File: config.mk
export PLATFORM = sky130hd
export DESIGN_NAME = ilha_seq
export DESIGN_NICKNAME = d
export VERILOG_FILES = /design/src/sv/ilha_pkg.sv /design/src/sv/ilha_seq.sv
export SDC_FILE = /design/constraint.sdc
export NUM_CORES = 2
export LEC_CHECK = 0
export ABC_CLOCK_PERIOD_IN_PS = 32299
export BUFFER_PORTS_ARGS = -buffer_cell sky130_fd_sc_hd__clkbuf_2
export CORE_MARGIN = 2
export CORE_UTILIZATION = 25
export CTS_CLUSTER_SIZE = 25
export DETAILED_ROUTE_END_ITERATION = 8
export GPL_TIMING_DRIVEN = 0
export PLACE_DENSITY_LB_ADDON = 0.2
export SYNTH_ARGS = -nofsm -noshare
export SYNTH_HDL_FRONTEND = slang
export SYNTH_SLANG_ARGS = --single-unit
File: constraint.sdc
create_clock -name clk -period 32.3 [get_ports clk]
set_clock_uncertainty 0.2 [all_clocks]
set_input_delay 6.46 -clock clk [delete_from_list [all_inputs] [get_ports clk]]
set_output_delay 6.46 -clock clk [all_outputs]
set_load 0.01 [all_outputs]
File: src/sv/ilha_pkg.sv
// package: types, constants and state codes of the heap allocator
package ilha_pkg;
  localparam logic [1:0] ACT_ALLOC   = 2'd0;
  localparam logic [1:0] ACT_FREE    = 2'd1;
  localparam logic [1:0] ACT_REALLOC = 2'd2;
  localparam logic [31:0] A_BIT = 32'h1;
  localparam logic [31:0] P_BIT = 32'h2;
  localparam logic [31:0] SIZE_MASK = ~32'h3;
  localparam logic [31:0] HDR_BYTES = 32'd4;
  localparam logic [31:0] MIN_BLOCK = 32'd8;

  typedef struct packed {
    logic [1:0]  action;
    logic [15:0] payload_offset;
    logic [16:0] request_size;
  } req_t;

  typedef struct packed {
    logic [15:0] result_offset;
    logic        moved;
    logic [15:0] copy_bytes;
  } rsp_t;

  // memory port request from the sequencer
  typedef struct packed {
    logic        rd_en;
    logic [31:0] rd_off;
    logic        wr_en;
    logic [31:0] wr_off;
    logic [31:0] wr_data;
  } mem_req_t;

  typedef enum logic [5:0] {
    S_CLEAR, S_IDLE, S_DISPATCH,
    S_FIT_RD, S_FIT_WT,
    S_SPL_RD, S_SPL_WT, S_SPL_W2, S_SPL_NXRD, S_SPL_NXWT, S_SPL_NXWR, S_SPL_HDRRD, S_SPL_HDRWT,
    S_SPL_HDRWR, S_SPL_DONE,
    S_SET_A_RD, S_SET_A_WT,
    S_FR_RD, S_FR_WT, S_FR_NRD, S_FR_NWT, S_FR_PRD, S_FR_PWT, S_FR_PHRD, S_FR_PHWT,
    S_FR_SZRD, S_FR_SZWT, S_FR_FOOT, S_FR_NXRD, S_FR_NXWT,
    S_RA_RD, S_RA_WT, S_RA_NRD, S_RA_NWT, S_RA_GROW,
    S_RS_NRD, S_RS_NWT, S_RS_FOOT,
    S_RESP
  } state_t;
endpackage

File: src/sv/ilha_seq.sv
// sequencer: walks and rewrites block tags one memory access at a time
module ilha_seq #(
  parameter int HEAP_BYTES = 65536
) (
  input  logic               clk,
  input  logic               rst,
  input  logic               req_valid,
  output logic               req_ready,
  input  ilha_pkg::req_t     req,
  output logic               rsp_valid,
  input  logic               rsp_ready,
  output ilha_pkg::rsp_t     rsp,
  output ilha_pkg::mem_req_t mem,
  input  logic [31:0]        rdata
);
  import ilha_pkg::*;
  localparam int WORDS = HEAP_BYTES / 4;
  localparam logic [31:0] EPI_OFF = 32'(HEAP_BYTES) - 32'd4;
  localparam logic [31:0] INIT_SZ = (32'(HEAP_BYTES) - 32'd4 + 32'd3) & SIZE_MASK;

  // return targets after shared subroutines
  typedef enum logic [2:0] {
    R_ALLOC, R_RA_MOVE, R_RA_SHRINK, R_RA_GROW, R_FREE_END
  } ret_t;

  // true when a byte offset maps to a word of the store
  function automatic logic in_heap(logic [31:0] off);
    return (off >> 2) < 32'(WORDS);
  endfunction

  state_t state, state_next;
  ret_t   ret, ret_next;
  req_t   r, r_next;
  logic [31:0] bp, bp_next, sz, sz_next, h, h_next, asz, asz_next;
  logic [31:0] cur, cur_next, cpy, cpy_next, cnt, cnt_next;
  logic [31:0] sz2, sz2_next;
  logic        split, split_next;
  rsp_t        out, out_next;
  logic [31:0] clr, clr_next;
  logic [31:0] size32, ptr32;
  logic        badp;
  logic        r_in;

  assign size32 = {15'd0, r.request_size};
  assign ptr32  = {16'd0, r.payload_offset};
  assign badp   = (ptr32[1:0] != 2'd0) || ptr32 < HDR_BYTES || (ptr32 - HDR_BYTES) >= EPI_OFF;
  // split remainder header lies inside the store
  assign r_in   = in_heap(bp + asz);

  always_ff @(posedge clk) begin
    if (rst) begin
      state <= S_CLEAR;
      clr   <= '0;
    end else begin
      state <= state_next;
      clr   <= clr_next;
    end
    ret <= ret_next; r <= r_next; bp <= bp_next; sz <= sz_next; h <= h_next;
    asz <= asz_next; cur <= cur_next; cpy <= cpy_next;
    cnt <= cnt_next; sz2 <= sz2_next; split <= split_next; out <= out_next;
  end

  assign req_ready = (state == S_IDLE);
  assign rsp_valid = (state == S_RESP);
  assign rsp = out;

  always_comb begin
    state_next = state; ret_next = ret; r_next = r; bp_next = bp; sz_next = sz;
    h_next = h; asz_next = asz; cur_next = cur; cpy_next = cpy;
    cnt_next = cnt; sz2_next = sz2; split_next = split; out_next = out; clr_next = clr;
    mem = '0;
    case (state)
      S_CLEAR: begin
        // one word per cycle, initial tags placed as the sweep passes
        mem.wr_en = 1'b1;
        mem.wr_off = clr << 2;
        mem.wr_data = 32'd0;
        if ((clr << 2) == 32'd0) mem.wr_data = INIT_SZ | P_BIT;
        else if ((clr << 2) == INIT_SZ - 32'd4) mem.wr_data = INIT_SZ;
        else if ((clr << 2) == EPI_OFF) mem.wr_data = A_BIT;
        clr_next = clr + 32'd1;
        if (clr == 32'(WORDS - 1)) state_next = S_IDLE;
      end
      S_IDLE: if (req_valid) begin
        r_next = req; state_next = S_DISPATCH;
      end
      S_DISPATCH: begin
        out_next = '0;
        if (r.action == ACT_ALLOC || (r.action == ACT_REALLOC && ptr32 == 32'd0)) begin
          ret_next = R_ALLOC;
          if (size32 == 32'd0) state_next = S_RESP;
          else begin
            asz_next = (size32 + HDR_BYTES + 32'd3) & SIZE_MASK;
            bp_next = '0; cnt_next = '0; state_next = S_FIT_RD;
          end
        end else if (r.action == ACT_FREE || (r.action == ACT_REALLOC && size32 == 32'd0
                                               && !badp)) begin
          ret_next = R_FREE_END;
          if (ptr32 == 32'd0 || badp) state_next = S_RESP;
          else begin bp_next = ptr32 - HDR_BYTES; state_next = S_FR_RD; end
        end else if (r.action == ACT_REALLOC && !badp) begin
          bp_next = ptr32 - HDR_BYTES;
          asz_next = (size32 + HDR_BYTES + 32'd3) & SIZE_MASK;
          state_next = S_RA_RD;
        end else state_next = S_RESP;
      end
      // ---- first-fit walk ----
      S_FIT_RD: begin
        if (cnt > 32'(WORDS) || bp >= EPI_OFF) begin
          state_next = (ret == R_RA_MOVE) ? S_RESP : S_RESP;
        end else begin
          mem.rd_en = 1'b1; mem.rd_off = bp; state_next = S_FIT_WT;
        end
      end
      S_FIT_WT: begin
        if (!rdata[0] && (rdata & SIZE_MASK) >= asz) begin
          split_next = 1'b0; state_next = S_SPL_RD;
        end else if ((rdata & SIZE_MASK) == 32'd0) state_next = S_RESP;
        else begin
          bp_next = bp + (rdata & SIZE_MASK); cnt_next = cnt + 32'd1; state_next = S_FIT_RD;
        end
      end
      // ---- split_block(bp, asz) ----
      S_SPL_RD: begin mem.rd_en = 1'b1; mem.rd_off = bp; state_next = S_SPL_WT; end
      S_SPL_WT: begin
        h_next = rdata; sz_next = rdata & SIZE_MASK;
        if ((rdata & SIZE_MASK) - asz >= MIN_BLOCK) begin
          mem.wr_en = 1'b1; mem.wr_off = bp + asz;
          mem.wr_data = (((rdata & SIZE_MASK) - asz) & SIZE_MASK) | P_BIT;
          split_next = 1'b1; state_next = S_SPL_W2;
        end else begin
          split_next = 1'b0; state_next = S_SPL_NXRD;
        end
      end
      S_SPL_W2: begin
        // footer of remainder, size reads back as 0 past the store
        mem.wr_en = 1'b1;
        mem.wr_off = bp + asz + (r_in ? ((sz - asz) & SIZE_MASK) : 32'd0) - 32'd4;
        mem.wr_data = r_in ? ((sz - asz) & SIZE_MASK) : 32'd0;
        state_next = S_SPL_NXRD;
      end
      S_SPL_NXRD: begin mem.rd_en = 1'b1; mem.rd_off = bp + sz; state_next = S_SPL_NXWT; end
      S_SPL_NXWT: begin
        mem.wr_en = 1'b1; mem.wr_off = bp + sz;
        mem.wr_data = split ? (rdata & ~P_BIT) : (rdata | P_BIT);
        state_next = split ? S_SPL_HDRRD : S_SPL_DONE;
      end
      S_SPL_HDRRD: begin mem.rd_en = 1'b1; mem.rd_off = bp; state_next = S_SPL_HDRWT; end
      S_SPL_HDRWT: begin
        mem.wr_en = 1'b1; mem.wr_off = bp;
        mem.wr_data = (asz & SIZE_MASK) | (rdata & (A_BIT | P_BIT));
        state_next = S_SPL_DONE;
      end
      S_SPL_DONE: begin
        case (ret)
          R_ALLOC, R_RA_MOVE: state_next = S_SET_A_RD;
          R_RA_SHRINK: begin
            if (split) state_next = S_RS_NRD;
            else begin out_next.result_offset = r.payload_offset; state_next = S_RESP; end
          end
          R_RA_GROW: begin out_next.result_offset = r.payload_offset; state_next = S_RESP; end
          default: state_next = S_RESP;
        endcase
      end
      S_SET_A_RD: begin mem.rd_en = 1'b1; mem.rd_off = bp; state_next = S_SET_A_WT; end
      S_SET_A_WT: begin
        mem.wr_en = 1'b1; mem.wr_off = bp; mem.wr_data = rdata | A_BIT;
        if (ret == R_RA_MOVE) begin
          bp_next = ptr32 - HDR_BYTES; ret_next = R_FREE_END;
          out_next.moved = 1'b1; out_next.copy_bytes = cpy[15:0];
          out_next.result_offset = 16'(bp + HDR_BYTES);
          state_next = S_FR_RD;
        end else begin
          out_next.result_offset = 16'(bp + HDR_BYTES); state_next = S_RESP;
        end
      end
      // ---- do_free(bp) ----
      S_FR_RD: begin mem.rd_en = 1'b1; mem.rd_off = bp; state_next = S_FR_WT; end
      S_FR_WT: begin
        h_next = rdata & ~A_BIT; sz_next = rdata & SIZE_MASK;
        mem.wr_en = 1'b1; mem.wr_off = bp; mem.wr_data = rdata & ~A_BIT;
        state_next = S_FR_NRD;
      end
      S_FR_NRD: begin mem.rd_en = 1'b1; mem.rd_off = bp + sz; state_next = S_FR_NWT; end
      S_FR_NWT: begin
        if (!rdata[0]) sz_next = sz + (rdata & SIZE_MASK);
        state_next = h[1] ? S_FR_SZRD : S_FR_PRD;
      end
      S_FR_PRD: begin mem.rd_en = 1'b1; mem.rd_off = bp - 32'd4; state_next = S_FR_PWT; end
      S_FR_PWT: begin bp_next = bp - rdata; state_next = S_FR_PHRD; end
      S_FR_PHRD: begin mem.rd_en = 1'b1; mem.rd_off = bp; state_next = S_FR_PHWT; end
      S_FR_PHWT: begin sz_next = sz + (rdata & SIZE_MASK); state_next = S_FR_SZRD; end
      S_FR_SZRD: begin mem.rd_en = 1'b1; mem.rd_off = bp; state_next = S_FR_SZWT; end
      S_FR_SZWT: begin
        mem.wr_en = 1'b1; mem.wr_off = bp;
        mem.wr_data = (sz & SIZE_MASK) | (rdata & (A_BIT | P_BIT));
        // a header past the store reads back as size 0
        sz_next = in_heap(bp) ? (sz & SIZE_MASK) : 32'd0;
        state_next = S_FR_FOOT;
      end
      S_FR_FOOT: begin
        mem.wr_en = 1'b1; mem.wr_off = bp + sz - 32'd4; mem.wr_data = sz;
        state_next = S_FR_NXRD;
      end
      S_FR_NXRD: begin mem.rd_en = 1'b1; mem.rd_off = bp + sz; state_next = S_FR_NXWT; end
      S_FR_NXWT: begin
        mem.wr_en = 1'b1; mem.wr_off = bp + sz; mem.wr_data = rdata & ~P_BIT;
        state_next = S_RESP;
      end
      // ---- reallocate ----
      S_RA_RD: begin mem.rd_en = 1'b1; mem.rd_off = bp; state_next = S_RA_WT; end
      S_RA_WT: begin
        cur_next = rdata & SIZE_MASK; h_next = rdata;
        if ((rdata & SIZE_MASK) >= asz) begin
          ret_next = R_RA_SHRINK; state_next = S_SPL_RD;
        end else state_next = S_RA_NRD;
      end
      S_RA_NRD: begin mem.rd_en = 1'b1; mem.rd_off = bp + cur; state_next = S_RA_NWT; end
      S_RA_NWT: begin
        if (!rdata[0] && cur + (rdata & SIZE_MASK) >= asz) begin
          mem.wr_en = 1'b1; mem.wr_off = bp;
          mem.wr_data = ((cur + (rdata & SIZE_MASK)) & SIZE_MASK) | (h & (A_BIT | P_BIT));
          ret_next = R_RA_GROW; state_next = S_RA_GROW;
        end else begin
          cpy_next = (size32 < cur - HDR_BYTES) ? size32 : cur - HDR_BYTES;
          ret_next = R_RA_MOVE; bp_next = '0; cnt_next = '0; state_next = S_FIT_RD;
        end
      end
      S_RA_GROW: state_next = S_SPL_RD;
      // shrink remainder merge
      S_RS_NRD: begin
        sz2_next = r_in ? ((sz - asz) & SIZE_MASK) : 32'd0;
        mem.rd_en = 1'b1;
        mem.rd_off = bp + asz + (r_in ? ((sz - asz) & SIZE_MASK) : 32'd0);
        state_next = S_RS_NWT;
      end
      S_RS_NWT: begin
        out_next.result_offset = r.payload_offset;
        if (!rdata[0] && (rdata & SIZE_MASK) != 32'd0) begin
          sz2_next = sz2 + (rdata & SIZE_MASK);
          mem.wr_en = 1'b1; mem.wr_off = bp + asz;
          mem.wr_data = ((sz2 + (rdata & SIZE_MASK)) & SIZE_MASK) | P_BIT;
          state_next = S_RS_FOOT;
        end else state_next = S_RESP;
      end
      S_RS_FOOT: begin
        mem.wr_en = 1'b1;
        mem.wr_off = bp + asz + (r_in ? (sz2 & SIZE_MASK) : 32'd0) - 32'd4;
        mem.wr_data = r_in ? (sz2 & SIZE_MASK) : 32'd0;
        state_next = S_RESP;
      end
      S_RESP: if (rsp_ready) state_next = S_IDLE;
      default: state_next = S_IDLE;
    endcase
  end
endmodule

==> run_results.csv <==
group,metric,value,unit
status,outcome,"finished, violations left",
status,violations,"design-rule violations, max-capacitance violations, max-slew violations",
logic_synthesis,yosysSeqAreaShare,24.03,%
clock_tree,cts_max_level,2,
detailed_routing,vias,38820,
critical_path,critPathKind,"primary input to output pin",
worst_hold_path,hold_path_class,"register to register",
logic_synthesis,synth_top_area_share,21.90,%
clock_tree,clock_latency,0.65,ns
logic_synthesis,muxShareOfSynthArea,0.5790,%
die,die_area,145700,um2
die,io_pins,204,
finish,drive_gt1_share,8.321,%
logic_synthesis,synth_xor_area_share,9.702,%
logic_synthesis,synth_flop_cell,"edfxtp_1",
clock_tree,clkSinkCount,298,
logic_synthesis,synth_top_family_by_area,"compound AO/OA/AOI/OAI gates",
finish,finalNonFillerCells,6627,
critical_path,crit_path_end_kind,"output pin",
detailed_routing,routed_via_density,5.858,
timing,min_period,21.62,ns
timing,final.setup.tns,0,ns
place,portBuffers,203,
place,dp_hpwl,160.5,mm
finish,final_nets,5154,
clock_tree,postCtsHoldBufs,0,
timing,finalHoldViolCount,0,
timing,rsz0062_at_grt,"no",
power_and_ir_drop,power_leakage,15.82,nW
grt,grtUsageTotal,26.32,%
power_and_ir_drop,peakVddDrop,0.03624,mV
grt,grt_pass1_wl,275.0,mm
logic_synthesis,synth_edf_count,260,
power_and_ir_drop,power_density,36.47,nW/um2
die,rows,138,
detailed_routing,first_iter_violations,5187,
clock_tree,clk_pin_slew_worst_paths,0.06,ns
die,fp.dieW,381.7,um
grt,grt.overflow.total,0,
clock_tree,post_cts_resized,0,
critical_path,required,25.64,ns
critical_path,critPathArrivalTime,14.96,ns
clock_tree,clk_path_buf_depth,3,
logic_synthesis,yosys.cell_types.count,111,
die,core,141600,um2
timing,setup_violations,0,
grt,antenna_found_initial,16,
detailed_routing,wire_per_inst,30.13,um
logic_synthesis,synth-adder-area-share,13.86,%
die,die_h,381.7,um
logic_synthesis,ys_async_sr_fraction,0,%
critical_path,slowest_stage,"clkbuf_1",
critical_path,cp_max_fo,15,
detailed_routing,wl,199.7,mm
logic_synthesis,synth_most_common_cell,"nand2_1",
place,pre_cts_ws,11.08,ns
logic_synthesis,synth_compound_area_share,25.27,%
logic_synthesis,synth_area_leaders,"edfxtp_1 22%, ha_1 13%, xnor2_1 6.1%, nand2_1 4.4%, a21oi_1 4.3%",
timing,slew_violations,22,
clock_tree,cts_tree,"built",
place,dp.cells,6546,
logic_synthesis,ys_top_cells_by_count,"416 x nand2_1, 386 x nor2_1, 370 x ha_1",
place,gp_congestion,1.010,
logic_synthesis,syn-num-nets,4888,
grt,grt_pass1_vias,36040,
finish,post-route-util,28.85,%
logic_synthesis,yosysTopAreaCell,"edfxtp_1",
job,maxCapViolCount,4,
logic_synthesis,synth_area_per_cell,8.040,um2
critical_path,critPathMaxStageDelay,0.63,ns
detailed_routing,ant_nets,0,
clock_tree,cts_setup_buffers,0,
critical_path,critPathLaunchType,"primary input",
logic_synthesis,synth-simple-area-share,21.88,%
grt,grt_max_degree,31,
timing,hold_ws,0.3082,ns
die,initial_core_util,25.18,%
detailed_routing,dr.pass1.iters,9,
clock_tree,cts-root-buf,"clkbuf_16",
logic_synthesis,syn_area,35660,um2
detailed_routing,drc,7,
timing,max_freq,46.26,MHz
clock_tree,cts_buffers,43,
timing,slew_headroom,-5.662,%
timing,worst_slew_pin_slew,1.568,ns
timing,min_period_over_period,66.92,%
logic_synthesis,yosysWarnings,0,
logic_synthesis,ys_ff_latch,298,
logic_synthesis,syn_inst,4435,
finish,area_growth,14.57,%
timing,fin_ws,10.68,ns
critical_path,crit_chain,"clkbuf_2 > ha_1 > a21o_1 > a221o_1 > a221oi_1 > nor2_1 > a2111oi_0 > nor2_1 > xor2_1 > ha_1 > a21oi_1 > o21ai_0 > a21o_1 > a211o_1 > nor3b_1 > nand4_1 > nand4bb_1 > nor4_1 > nor3_1 > clkbuf_1 > clkbuf_1 > a221oi_1 > o21ai_0 > clkbuf_2",
-- routing by layer --
layer	global-route usage [%]	share of wire, %
met4	14.90	6.7
met5	0	0.035
met2	37.70	40
met3	5.845	10
met1	36.15	43
-- cell families after synthesis --
kind of cell,Yosys count
flip-flops,298
XOR/XNOR,395
buffers and inverters,438
multiplexers,20
AO/OA/AOI/OAI,1312
AND/OR/NAND/NOR,1583
adder cells (fa/ha/maj),389
-- flip-flops by register name, summed over array words and instances, names as in the netlist, 6 cells and up --
register,flops
state,6
ptr32,16
clr,32
sz2,30
bp,32
cur,30
asz,16
sz,30
r,19
cpy,16
cnt,32
rsp,33
-- placed cells by master, fill, tap and decap left out, types with 23 or more instances in the layout --
cell and count:
edfxtp_1 260, o22ai_1 30, o21ai_0 259, inv_1 247, o31ai_1 26, nor3_1 135, o21a_1 46, o21bai_1 36
a221o_1 27, and3_1 60, nor2_1 384, o221ai_1 23, nor4_1 60, a31oi_1 40, nand3_1 121, a22oi_1 30
a211o_1 24, nand2b_1 68, a211oi_1 35, clkbuf_2 205, a21o_1 79, a21oi_1 304, a221oi_1 50, xor2_1 146
ha_1 370, a222oi_1 62, o211ai_1 40, clkbuf_1 160, nand4_1 54, or3_1 87, a22o_1 31, and2_1 38
nand2_1 415, dfxtp_1 38, clkbuf_16 44, nor2b_1 56, xnor2_1 249
-- worst paths after layout --
kind	from	endpoint	slack (ns)	depth (start not counted)
max	rdata[3]	mem[40]	10.68	24
min	cpy[15]	rsp[15]	0.31	1
max reg2reg	cur[5]	cnt[25]	23.25	23
min reg2reg	cpy[15]	rsp[15]	0.31	1
-- worst max-delay path, delay by kind of cell --
family,cells,cell delay (ns)
AND/OR/NAND/NOR,7,1.86
adder cells (fa/ha/maj),2,0.71
buffers and inverters,4,2.11
XOR/XNOR,1,0.49
AO/OA/AOI/OAI,10,3.24
-- per-stage QoR --
step | power [mW] | cell area (um2)
6_report | 1.490 | 40850
5_1_grt | 1.544 | 40850
4_1_cts | 1.485 | 40850
3_5_place_dp | 0.9690 | 39390
3_3_place_gp | 0.9684 | 39040
2_1_floorplan | 0.7452 | 35660
-- power breakdown --
group	switching [mW]	internal, mW
clock	0.216	0.294
combinational	0.358	0.166
sequential	0.0233	0.432
total	0.598	0.892
-- final cells by class --
class	count	area [um2]
diodes	2	5.005
plain buffers	190	740.7
clock buffers	51	1137
clock inverters	28	324.1
fillers	15420	100700
inverters	248	930.9
multi-input cells	3699	25500
flip-flops and latches	298	8568
well taps	1890	2365
repair buffers	221	1276
Note: power is estimated with default switching activity, not from simulation.
